## src/rtl/rrs_pkg.sv

```systemverilog
// ----------------------------------------------------------------------------
// rrs_pkg
// Shared types, widths and helpers for the round-robin schedule block.
// ----------------------------------------------------------------------------
`default_nettype none

package rrs_pkg;

    localparam int MAX_PROCS  = 16;
    localparam int TIME_BITS  = 16;
    localparam int IDX_W      = $clog2(MAX_PROCS);
    localparam int CNT_W      = $clog2(MAX_PROCS + 1);
    localparam int CLK_W      = TIME_BITS + IDX_W;
    localparam int QUANT_W    = 16;
    localparam int BURST_W    = 16;
    localparam int OUT_IDX_W  = 4;
    localparam int OUT_W      = 20;
    localparam int SAT_W      = (CLK_W > OUT_W) ? CLK_W : OUT_W;
    localparam int CMP_W      = (TIME_BITS > QUANT_W) ? TIME_BITS : QUANT_W;
    localparam int S_TDATA_W  = ((BURST_W + 7) / 8) * 8;
    localparam int M_FIELDS_W = OUT_IDX_W + 2 * OUT_W;
    localparam int M_TDATA_W  = ((M_FIELDS_W + 7) / 8) * 8;
    localparam int QDEPTH     = 2;
    localparam int QPTR_W     = $clog2(QDEPTH);
    localparam int QCNT_W     = $clog2(QDEPTH + 1);

    localparam logic [SAT_W-1:0] OUT_MAX = SAT_W'((64'd1 << OUT_W) - 64'd1);

    // one queued input beat: a load, and whether it starts the schedule
    typedef struct packed {
        logic                 start;
        logic [TIME_BITS-1:0] burst;
    } load_item_t;

    typedef struct packed {
        logic [OUT_IDX_W-1:0] proc_idx;
        logic [OUT_W-1:0]     comp_time;
        logic [OUT_W-1:0]     wait_time;
        logic                 last;
    } result_t;

    function automatic logic [OUT_W-1:0] sat_out(input logic [CLK_W-1:0] v);
        logic [SAT_W-1:0] w;
        w = SAT_W'(v);
        if (w > OUT_MAX) begin
            return OUT_MAX[OUT_W-1:0];
        end
        return w[OUT_W-1:0];
    endfunction

endpackage

`default_nettype wire

```

## src/rtl/rrs_queue.sv

```systemverilog
// ----------------------------------------------------------------------------
// rrs_queue
// Front queue: takes input beats, tags loads and schedule starts, and
// buffers them for the scheduler.
// ----------------------------------------------------------------------------
`default_nettype none

module rrs_queue (
    input  wire logic                           aclk,
    input  wire logic                           aresetn,
    input  wire logic                           in_valid,
    output logic                                in_ready,
    input  wire logic [rrs_pkg::BURST_W-1:0]    in_burst,
    input  wire logic                           in_last,
    output logic                                out_valid,
    input  wire logic                           out_ready,
    output rrs_pkg::load_item_t                 out_item
);

    rrs_pkg::load_item_t               mem_reg [rrs_pkg::QDEPTH];
    logic [rrs_pkg::QPTR_W-1:0]        wr_ptr_reg, wr_ptr_next;
    logic [rrs_pkg::QPTR_W-1:0]        rd_ptr_reg, rd_ptr_next;
    logic [rrs_pkg::QCNT_W-1:0]        cnt_reg, cnt_next;
    logic                              push, pop;
    rrs_pkg::load_item_t               item;

    assign in_ready  = (cnt_reg != rrs_pkg::QCNT_W'(rrs_pkg::QDEPTH));
    assign out_valid = (cnt_reg != '0);
    assign out_item  = mem_reg[rd_ptr_reg];
    assign push      = in_valid && in_ready;
    assign pop       = out_valid && out_ready;

    always_comb begin
        item.start = in_last;
        item.burst = in_burst[rrs_pkg::TIME_BITS-1:0];
    end

    always_comb begin
        wr_ptr_next = wr_ptr_reg;
        rd_ptr_next = rd_ptr_reg;
        cnt_next    = cnt_reg;
        if (push) begin
            wr_ptr_next = (wr_ptr_reg == rrs_pkg::QPTR_W'(rrs_pkg::QDEPTH - 1)) ?
                          '0 : wr_ptr_reg + 1'b1;
        end
        if (pop) begin
            rd_ptr_next = (rd_ptr_reg == rrs_pkg::QPTR_W'(rrs_pkg::QDEPTH - 1)) ?
                          '0 : rd_ptr_reg + 1'b1;
        end
        if (push && !pop) begin
            cnt_next = cnt_reg + 1'b1;
        end else if (pop && !push) begin
            cnt_next = cnt_reg - 1'b1;
        end
    end

    always_ff @(posedge aclk) begin
        if (!aresetn) begin
            wr_ptr_reg <= '0;
            rd_ptr_reg <= '0;
            cnt_reg    <= '0;
        end else begin
            wr_ptr_reg <= wr_ptr_next;
            rd_ptr_reg <= rd_ptr_next;
            cnt_reg    <= cnt_next;
        end
    end

    always_ff @(posedge aclk) begin
        if (push) begin
            mem_reg[wr_ptr_reg] <= item;
        end
    end

endmodule

`default_nettype wire

```

## src/rtl/rrs_back.sv

```systemverilog
// ----------------------------------------------------------------------------
// rrs_back
// Scheduler: stores loads, then walks the ready ring one turn at a time
// and registers one result per completed process.
// ----------------------------------------------------------------------------
`default_nettype none

module rrs_back (
    input  wire logic                           aclk,
    input  wire logic                           aresetn,
    input  wire logic [rrs_pkg::QUANT_W-1:0]    quantum,
    input  wire logic                           in_valid,
    output logic                                in_ready,
    input  wire rrs_pkg::load_item_t            in_item,
    output logic                                res_valid,
    input  wire logic                           res_ready,
    output rrs_pkg::result_t                    res
);

    typedef enum logic [2:0] {
        ST_LOAD  = 3'b001,
        ST_FETCH = 3'b010,
        ST_RUN   = 3'b100
    } state_t;

    state_t                          state_reg, state_next;
    logic [rrs_pkg::TIME_BITS-1:0]   burst_mem [rrs_pkg::MAX_PROCS];
    logic [rrs_pkg::TIME_BITS-1:0]   rem_mem   [rrs_pkg::MAX_PROCS];
    logic [rrs_pkg::IDX_W-1:0]       ring_mem  [rrs_pkg::MAX_PROCS];
    logic [rrs_pkg::IDX_W-1:0]       head_reg, head_next;
    logic [rrs_pkg::IDX_W-1:0]       tail_reg, tail_next;
    logic [rrs_pkg::CNT_W-1:0]       count_reg, count_next;
    logic [rrs_pkg::CNT_W-1:0]       loaded_reg, loaded_next;
    logic [rrs_pkg::CLK_W-1:0]       clock_reg, clock_next;
    logic [rrs_pkg::IDX_W-1:0]       proc_reg, proc_next;
    logic                            res_valid_reg, res_valid_next;
    rrs_pkg::result_t                res_reg;

    logic                            can_store, do_load, do_init, out_free;
    logic                            done, do_emit, do_requeue;
    logic [rrs_pkg::CNT_W-1:0]       loaded_inc;
    logic [rrs_pkg::TIME_BITS-1:0]   rem, run;
    logic [rrs_pkg::CLK_W-1:0]       comp;
    logic [rrs_pkg::CLK_W-1:0]       wait_calc;

    assign in_ready   = (state_reg == ST_LOAD);
    assign can_store  = (loaded_reg < rrs_pkg::CNT_W'(rrs_pkg::MAX_PROCS));
    assign do_load    = in_valid && in_ready && can_store;
    assign do_init    = in_valid && in_ready && in_item.start;
    assign loaded_inc = loaded_reg + (can_store ? 1'b1 : 1'b0);
    assign out_free   = !res_valid_reg || res_ready;

    assign rem       = rem_mem[proc_reg];
    assign done      = (rrs_pkg::CMP_W'(rem) <= rrs_pkg::CMP_W'(quantum));
    assign run       = done ? rem : quantum[rrs_pkg::TIME_BITS-1:0];
    assign comp      = clock_reg + rrs_pkg::CLK_W'(run);
    assign wait_calc = comp - rrs_pkg::CLK_W'(burst_mem[proc_reg]);

    assign do_emit    = (state_reg == ST_RUN) && done && out_free;
    assign do_requeue = (state_reg == ST_RUN) && !done;

    always_comb begin
        state_next     = state_reg;
        head_next      = head_reg;
        tail_next      = tail_reg;
        count_next     = count_reg;
        loaded_next    = loaded_reg;
        clock_next     = clock_reg;
        proc_next      = proc_reg;
        res_valid_next = res_valid_reg && !res_ready;
        unique case (state_reg)
            ST_LOAD: begin
                if (in_valid) begin
                    loaded_next = loaded_inc;
                    if (in_item.start) begin
                        head_next  = '0;
                        tail_next  = loaded_inc[rrs_pkg::IDX_W-1:0];
                        count_next = loaded_inc;
                        state_next = ST_FETCH;
                    end
                end
            end
            ST_FETCH: begin
                proc_next  = ring_mem[head_reg];
                head_next  = head_reg + 1'b1;
                count_next = count_reg - 1'b1;
                state_next = ST_RUN;
            end
            ST_RUN: begin
                if (!done) begin
                    clock_next = comp;
                    tail_next  = tail_reg + 1'b1;
                    count_next = count_reg + 1'b1;
                    state_next = ST_FETCH;
                end else if (out_free) begin
                    res_valid_next = 1'b1;
                    if (count_reg == '0) begin
                        clock_next  = '0;
                        loaded_next = '0;
                        state_next  = ST_LOAD;
                    end else begin
                        clock_next = comp;
                        state_next = ST_FETCH;
                    end
                end
            end
            default: begin
                state_next = ST_LOAD;
            end
        endcase
    end

    always_ff @(posedge aclk) begin
        if (!aresetn) begin
            state_reg     <= ST_LOAD;
            head_reg      <= '0;
            tail_reg      <= '0;
            count_reg     <= '0;
            loaded_reg    <= '0;
            clock_reg     <= '0;
            proc_reg      <= '0;
            res_valid_reg <= 1'b0;
        end else begin
            state_reg     <= state_next;
            head_reg      <= head_next;
            tail_reg      <= tail_next;
            count_reg     <= count_next;
            loaded_reg    <= loaded_next;
            clock_reg     <= clock_next;
            proc_reg      <= proc_next;
            res_valid_reg <= res_valid_next;
        end
    end

    always_ff @(posedge aclk) begin
        if (do_load) begin
            burst_mem[loaded_reg[rrs_pkg::IDX_W-1:0]] <= in_item.burst;
        end
        if (do_load) begin
            rem_mem[loaded_reg[rrs_pkg::IDX_W-1:0]] <= in_item.burst;
        end else if (do_requeue) begin
            rem_mem[proc_reg] <= rem - run;
        end
        if (do_init) begin
            for (int i = 0; i < rrs_pkg::MAX_PROCS; i++) begin
                ring_mem[i] <= rrs_pkg::IDX_W'(i);
            end
        end else if (do_requeue) begin
            ring_mem[tail_reg] <= proc_reg;
        end
        if (do_emit) begin
            res_reg.proc_idx  <= rrs_pkg::OUT_IDX_W'(proc_reg);
            res_reg.comp_time <= rrs_pkg::sat_out(comp);
            res_reg.wait_time <= rrs_pkg::sat_out(wait_calc);
            res_reg.last      <= (count_reg == '0);
        end
    end

    assign res_valid = res_valid_reg;
    assign res       = res_reg;

    a_count_bound: assert property (@(posedge aclk) disable iff (!aresetn)
        count_reg <= rrs_pkg::CNT_W'(rrs_pkg::MAX_PROCS))
        else $error("ready ring count beyond capacity");

    a_fetch_nonempty: assert property (@(posedge aclk) disable iff (!aresetn)
        (state_reg == ST_FETCH) |-> (count_reg != '0))
        else $error("fetch from empty ready ring");

    a_final_clears: assert property (@(posedge aclk) disable iff (!aresetn)
        (do_emit && count_reg == '0) |=> (state_reg == ST_LOAD && loaded_reg == '0
                                          && res_valid_reg && res_reg.last))
        else $error("final completion did not close the set");

    a_wait_le_comp: assert property (@(posedge aclk) disable iff (!aresetn)
        res_valid_reg |-> (res_reg.wait_time <= res_reg.comp_time))
        else $error("waiting time exceeds completion time");

endmodule

`default_nettype wire

```

## src/rtl/round_robin_schedule_sim.sv

```systemverilog
// ----------------------------------------------------------------------------
// round_robin_schedule_sim
// Round-robin scheduler over up to 16 loaded burst times with a
// configurable quantum; one result beat per completed process.
// ----------------------------------------------------------------------------
// Load beats: accepted one per cycle into a 2-deep queue while it has room,
//   then stored from the queue while the scheduler is loading.
// Schedule: each turn is a ring fetch, then a run; turns per process are
//   ceil(burst / quantum), at least one.
// The scheduler takes no new beat until the last result is registered.
// Reset clears control state and sets the quantum to 2; stores are not cleared.
`default_nettype none

module round_robin_schedule_sim (
    input  wire logic                            aclk,
    input  wire logic                            aresetn,
    input  wire logic                            cfg_wr_en,
    input  wire logic [rrs_pkg::QUANT_W-1:0]     cfg_wr_data,   // quantum
    input  wire logic                            s_tvalid,
    output logic                                 s_tready,
    input  wire logic [rrs_pkg::S_TDATA_W-1:0]   s_tdata,       // burst length
    input  wire logic                            s_tlast,       // closes the set
    output logic                                 m_tvalid,
    input  wire logic                            m_tready,
    // proc index, finish time, wait, zero pad
    output logic [rrs_pkg::M_TDATA_W-1:0]        m_tdata,
    output logic                                 m_tlast        // final completion
);

    logic [rrs_pkg::QUANT_W-1:0] quantum_reg;
    logic [rrs_pkg::QUANT_W-1:0] quantum_eff;
    logic                        q_valid, q_ready;
    rrs_pkg::load_item_t         q_item;
    rrs_pkg::result_t            res;

    always_ff @(posedge aclk) begin
        if (!aresetn) begin
            quantum_reg <= rrs_pkg::QUANT_W'(2);
        end else if (cfg_wr_en) begin
            quantum_reg <= cfg_wr_data;
        end
    end

    assign quantum_eff = (quantum_reg == '0) ? rrs_pkg::QUANT_W'(1) : quantum_reg;

    rrs_queue u_queue (
        .aclk      (aclk),
        .aresetn   (aresetn),
        .in_valid  (s_tvalid),
        .in_ready  (s_tready),
        .in_burst  (s_tdata[rrs_pkg::BURST_W-1:0]),
        .in_last   (s_tlast),
        .out_valid (q_valid),
        .out_ready (q_ready),
        .out_item  (q_item)
    );

    rrs_back u_back (
        .aclk      (aclk),
        .aresetn   (aresetn),
        .quantum   (quantum_eff),
        .in_valid  (q_valid),
        .in_ready  (q_ready),
        .in_item   (q_item),
        .res_valid (m_tvalid),
        .res_ready (m_tready),
        .res       (res)
    );

    assign m_tdata = {{(rrs_pkg::M_TDATA_W - rrs_pkg::M_FIELDS_W){1'b0}},
                      res.wait_time, res.comp_time, res.proc_idx};
    assign m_tlast = res.last;

endmodule

`default_nettype wire

```

## config.mk

```make
export PLATFORM = sky130hd
export DESIGN_NAME = round_robin_schedule_sim
export DESIGN_NICKNAME = d
export VERILOG_FILES = /design/src/rtl/rrs_pkg.sv /design/src/rtl/rrs_queue.sv /design/src/rtl/rrs_back.sv /design/src/rtl/round_robin_schedule_sim.sv
export SDC_FILE = /design/constraint.sdc
export NUM_CORES = 1
export LEC_CHECK = 0
export BUFFER_PORTS_ARGS = -buffer_cell sky130_fd_sc_hd__buf_2
export CAP_MARGIN = 20
export CORE_MARGIN = 1
export CORE_UTILIZATION = 28
export CTS_BUF_LIST = sky130_fd_sc_hd__clkbuf_16
export CTS_CLUSTER_DIAMETER = 50
export DETAILED_ROUTE_END_ITERATION = 10
export SYNTH_ARGS = -nofsm -noshare
export SYNTH_HDL_FRONTEND = slang
export SYNTH_SLANG_ARGS = --single-unit
```

## constraint.sdc

```tcl
create_clock -name aclk -period 23.1 [get_ports aclk]
set_input_delay 4.62 -clock aclk [delete_from_list [all_inputs] [get_ports aclk]]
set_output_delay 4.62 -clock aclk [all_outputs]
set_load 0.01 [all_outputs]
```

==> flow_results.xml <==
<?xml version="1.0" encoding="UTF-8"?>
<metrics>
  <group name="power">
    <metric name="power.density" unit="mW/mm2">114</metric>
    <metric name="power.total" unit="W">0.00412</metric>
    <metric name="irDropWorstVdd" unit="uV">52.7</metric>
    <metric name="total_leakage_power" unit="nW">11.7</metric>
  </group>
  <group name="worst_setup_path">
    <metric name="end_kind" unit="">register</metric>
    <metric name="path_max_fanout" unit="">64</metric>
    <metric name="worst_ep_required_time" unit="ns">23.45</metric>
    <metric name="crit_path_top_delay_cell" unit="">buf_4</metric>
    <metric name="crit_path_start_kind" unit="">register</metric>
    <metric name="timing.critical_path.mode_cell" unit="">a21o_1</metric>
    <metric name="critical-path-max-stage-delay" unit="ns">0.84</metric>
    <metric name="crit_arrival" unit="ns">9.56</metric>
    <metric name="worst-setup-path-type" unit="">reg -&gt; reg</metric>
  </group>
  <group name="synth">
    <metric name="yosys.area_share.adder" unit="%">3.25</metric>
    <metric name="async_flop_share" unit="%">0</metric>
    <metric name="yosys_warnings" unit="">0</metric>
    <metric name="mappedNetlistArea" unit="mm2">0.0313</metric>
    <metric name="synth-edff-count" unit="">655</metric>
    <metric name="fraction_of_the_yosys_area_taken_by_sequential_cells" unit="%">67.1</metric>
    <metric name="post_synth_mux_area_share" unit="%">14.5</metric>
    <metric name="xor_xnor_share_of_the_synthesized_area" unit="%">2.08</metric>
    <metric name="postSynth.topFlopCell" unit="">edfxtp_1</metric>
    <metric name="synth_top_family_by_area" unit="">multiplexers</metric>
    <metric name="yosys.area_share.simple" unit="%">5.69</metric>
    <metric name="synthDistinctLibCells" unit="">76</metric>
    <metric name="postSynthAreaPerCell" unit="um2">16.4</metric>
    <metric name="synth_compound_area_share" unit="%">4.93</metric>
    <metric name="instance_count_of_the_mapped_netlist" unit="">1906</metric>
    <metric name="synth_seq_cells" unit="">722</metric>
  </group>
  <group name="global_route">
    <metric name="gr-usage-all-layers" unit="%">13.8</metric>
    <metric name="first_global_vias" unit="">17700</metric>
    <metric name="grt_pass1_wl" unit="um">116000</metric>
    <metric name="final_global_route_overflow_total" unit="">0</metric>
    <metric name="grt_max_degree" unit="">88</metric>
    <metric name="antenna_found_initial" unit="">0</metric>
  </group>
  <group name="clock_tree">
    <metric name="post_cts.repair.setup_buffers" unit="">0</metric>
    <metric name="post_cts_resized" unit="">0</metric>
    <metric name="cts.path.max_buffers" unit="">3</metric>
    <metric name="clock_tree.root_cell" unit="">clkbuf_16</metric>
    <metric name="cts_max_level" unit="">3</metric>
    <metric name="clkTransAtPathRegs" unit="ns">0.06</metric>
    <metric name="clock_sinks" unit="">722</metric>
    <metric name="cts-hold-fix-buffers" unit="">0</metric>
    <metric name="cts_inserted_buffers" unit="">73</metric>
    <metric name="cts_tree" unit="">yes</metric>
    <metric name="clock_insertion_delay_worst_skew" unit="ns">0.64</metric>
  </group>
  <group name="floorplan">
    <metric name="rows" unit="">122</metric>
    <metric name="die_w" unit="um">336</metric>
    <metric name="ioPinCount" unit="">89</metric>
    <metric name="start_util" unit="%">28.3</metric>
    <metric name="die_height" unit="um">336</metric>
    <metric name="core" unit="mm2">0.111</metric>
    <metric name="floorplan.die_area" unit="mm2">0.113</metric>
  </group>
  <group name="detailed_routing">
    <metric name="post_drt_via_cell_ratio" unit="">4.92</metric>
    <metric name="drc" unit="">0</metric>
    <metric name="vias_after_detailed_routing" unit="">17600</metric>
    <metric name="finalWirelength" unit="um">78800</metric>
    <metric name="detailedRoute.firstPassIterationCount" unit="">7</metric>
    <metric name="dr.first_iter.drc_count" unit="">1567</metric>
    <metric name="detail_route.wl_per_cell" unit="um">22.1</metric>
    <metric name="postRouteAntennaNets" unit="">0</metric>
  </group>
  <group name="cells_and_area">
    <metric name="post_layout_nonfiller_instances" unit="">3571</metric>
    <metric name="design.final.nets" unit="">2139</metric>
    <metric name="areaGrowthSynthToFinish" unit="%">15.4</metric>
    <metric name="utilization_after_layout" unit="%">32.6</metric>
    <metric name="fill_cell_count" unit="">10600</metric>
    <metric name="final_layout_size_suffix_gt1_share" unit="%">23.6</metric>
  </group>
  <group name="placement">
    <metric name="finalWeightedCongestion" unit="">0.880</metric>
    <metric name="io_buffer_count" unit="">84</metric>
    <metric name="post_detailed_placement_half_perimeter_wirelength" unit="um">50700</metric>
    <metric name="numPlacedInstances" unit="">3432</metric>
  </group>
  <group name="sta">
    <metric name="number_of_pins_with_negative_max_slew_slack_in_the_final_report" unit="">0</metric>
    <metric name="finalHoldViolations" unit="">0</metric>
    <metric name="setup_repair_after_global_routing_missed_its_margin" unit="">false</metric>
    <metric name="setup-tns-final" unit="ns">0</metric>
    <metric name="fin_crit_sh" unit="%">39.9</metric>
    <metric name="max_freq" unit="GHz">0.109</metric>
    <metric name="worst_slew_slack_as_a_fraction_of_its_limit" unit="%">29.3</metric>
    <metric name="final.min_clock_period" unit="ns">9.21</metric>
    <metric name="timing_worst_slew_pin_value" unit="ns">1.06</metric>
    <metric name="finClkSkew" unit="ns">0.0336</metric>
    <metric name="finalSetupViolCount" unit="">0</metric>
  </group>
  <group name="run_status">
    <metric name="outcome" unit="">finished clean</metric>
  </group>
  <group name="job">
    <metric name="max_cap_violations" unit="">0</metric>
  </group>
  <group name="hold_path">
    <metric name="timing.hold.worst.class" unit="">reg -&gt; reg</metric>
  </group>
</metrics>
cell usage after synthesis, types with 5 or more instances:
library cell	number	area share [%]
a211oi_1	5	0.12
a21o_1	14	0.34
a21oi_1	65	1.0
a22oi_1	21	0.50
a31oi_1	10	0.20
and3_1	5	0.10
buf_1	14	0.17
buf_2	15	0.24
buf_4	5	0.12
clkbuf_1	63	0.76
dfxtp_1	67	4.3
edfxtp_1	655	63
ha_1	74	3.0
inv_1	77	0.92
mux2_2	31	1.1
mux2i_1	16	0.51
mux4_2	178	13
nand2_1	79	0.95
nand2b_1	13	0.26
nand3_1	42	0.67
nand4_1	29	0.58
nor2_1	170	2.0
nor2b_1	11	0.22
nor3_1	15	0.24
nor4_1	5	0.10
o211ai_1	7	0.17
o21a_1	9	0.22
o21ai_0	44	0.70
o31a_1	6	0.17
o31ai_1	10	0.24
or3_1	7	0.14
xnor2_1	43	1.2
xor2_1	26	0.73
path summary, 6_finish.rpt:
path                              startpoint                         endpoint  slack, ns  depth (start not counted)
min          u_queue.rd_ptr_reg$_SDFFE_PN0P_  u_queue.rd_ptr_reg$_SDFFE_PN0P_       0.50                          2
max          u_back.proc_reg[1]$_SDFFE_PN0P_     u_back.res[18]$_SDFFCE_PN1P_      13.89                         29
max reg2reg  u_back.proc_reg[1]$_SDFFE_PN0P_     u_back.res[18]$_SDFFCE_PN1P_      13.89                         29
min reg2reg  u_queue.rd_ptr_reg$_SDFFE_PN0P_  u_queue.rd_ptr_reg$_SDFFE_PN0P_       0.50                          2
kinds of logic (layout without fill, tap and decap cells):
family / after synthesis / after routing
flip-flops: 722 / 722
buffers and inverters: 181 / 354
adder cells (fa/ha/maj): 79 / 79
AO/OA/AOI/OAI: 233 / 233
multiplexers: 226 / 226
other: 1 / 5
XOR/XNOR: 71 / 71
AND/OR/NAND/NOR: 393 / 393
through the flow:
stage / hold WS, ns / area (um2) / worst slack (ns)
2_1_floorplan: 0.403 / 31300 / 14.60
3_3_place_gp: 0.479 / 33600 / 14.07
3_5_place_dp: 0.491 / 33600 / 13.93
4_1_cts: 0.505 / 36100 / 13.88
5_1_grt: 0.530 / 36100 / 13.25
6_report: 0.504 / 36100 / 13.89
critical path: cells and delay by family, from the launching register on:
family | cells | cell delay (ns)
buffers and inverters | 2 | 1.01
AND/OR/NAND/NOR | 2 | 0.36
flip-flops | 1 | 0.69
adder cells (fa/ha/maj) | 4 | 1.58
AO/OA/AOI/OAI | 17 | 3.69
multiplexers | 2 | 0.96
XOR/XNOR | 2 | 0.57
layer usage:
metal | vias up | GRT usage, % | routed length (um) | part of all wire (%)
met5 | - | 0 | 0 | 0
met2 | 627 | 24.5 | 40500 | 51
met4 | 0 | 4.12 | 1630 | 2.1
met3 | 91 | 1.74 | 4470 | 5.7
li1 | 7714 | - | - | -
met1 | 9150 | 17.4 | 32200 | 41
placed cells by master, fill, tap and decap left out, types with 13 or more instances in the layout:
cell       netlist  routed
edfxtp_1       655     655
mux4_2         178     178
nor2_1         170     169
inv_1           77      84
buf_2           15      84
nand2_1         79      79
ha_1            74      74
clkbuf_16        0      74
a21oi_1         65      64
dfxtp_1         67      64
buf_4            5      53
o21ai_0         44      43
xnor2_1         43      43
nand3_1         42      42
mux2_2          31      31
nand4_1         29      29
xor2_1          26      26
a22oi_1         21      21
mux2i_1         16      16
a21o_1          14      14
nand2b_1        13      13
cell type report:
type | instances | area (um2) | area share, %
clock inverter | 60 | 634 | 1.76
timing repair buffer | 139 | 850 | 2.35
tap | 1488 | 1860 | 5.16
antenna | 1 | 2.50 | 0.00693
sequential | 722 | 21000 | 58.2
multi-input combinational | 1006 | 9590 | 26.6
clock buffer | 74 | 1850 | 5.13
inverter | 81 | 304 | 0.842
power breakdown:
part	total, W	switching, W	leakage [nW]	internal (W)
registers	0.00168	0.0000360	6.37	0.00165
logic	0.00121	0.000774	4.12	0.000438
clock network	0.00122	0.000516	1.24	0.000706
total	0.00412	0.00133	11.7	0.00279
Power figures use the tool's default switching activity.
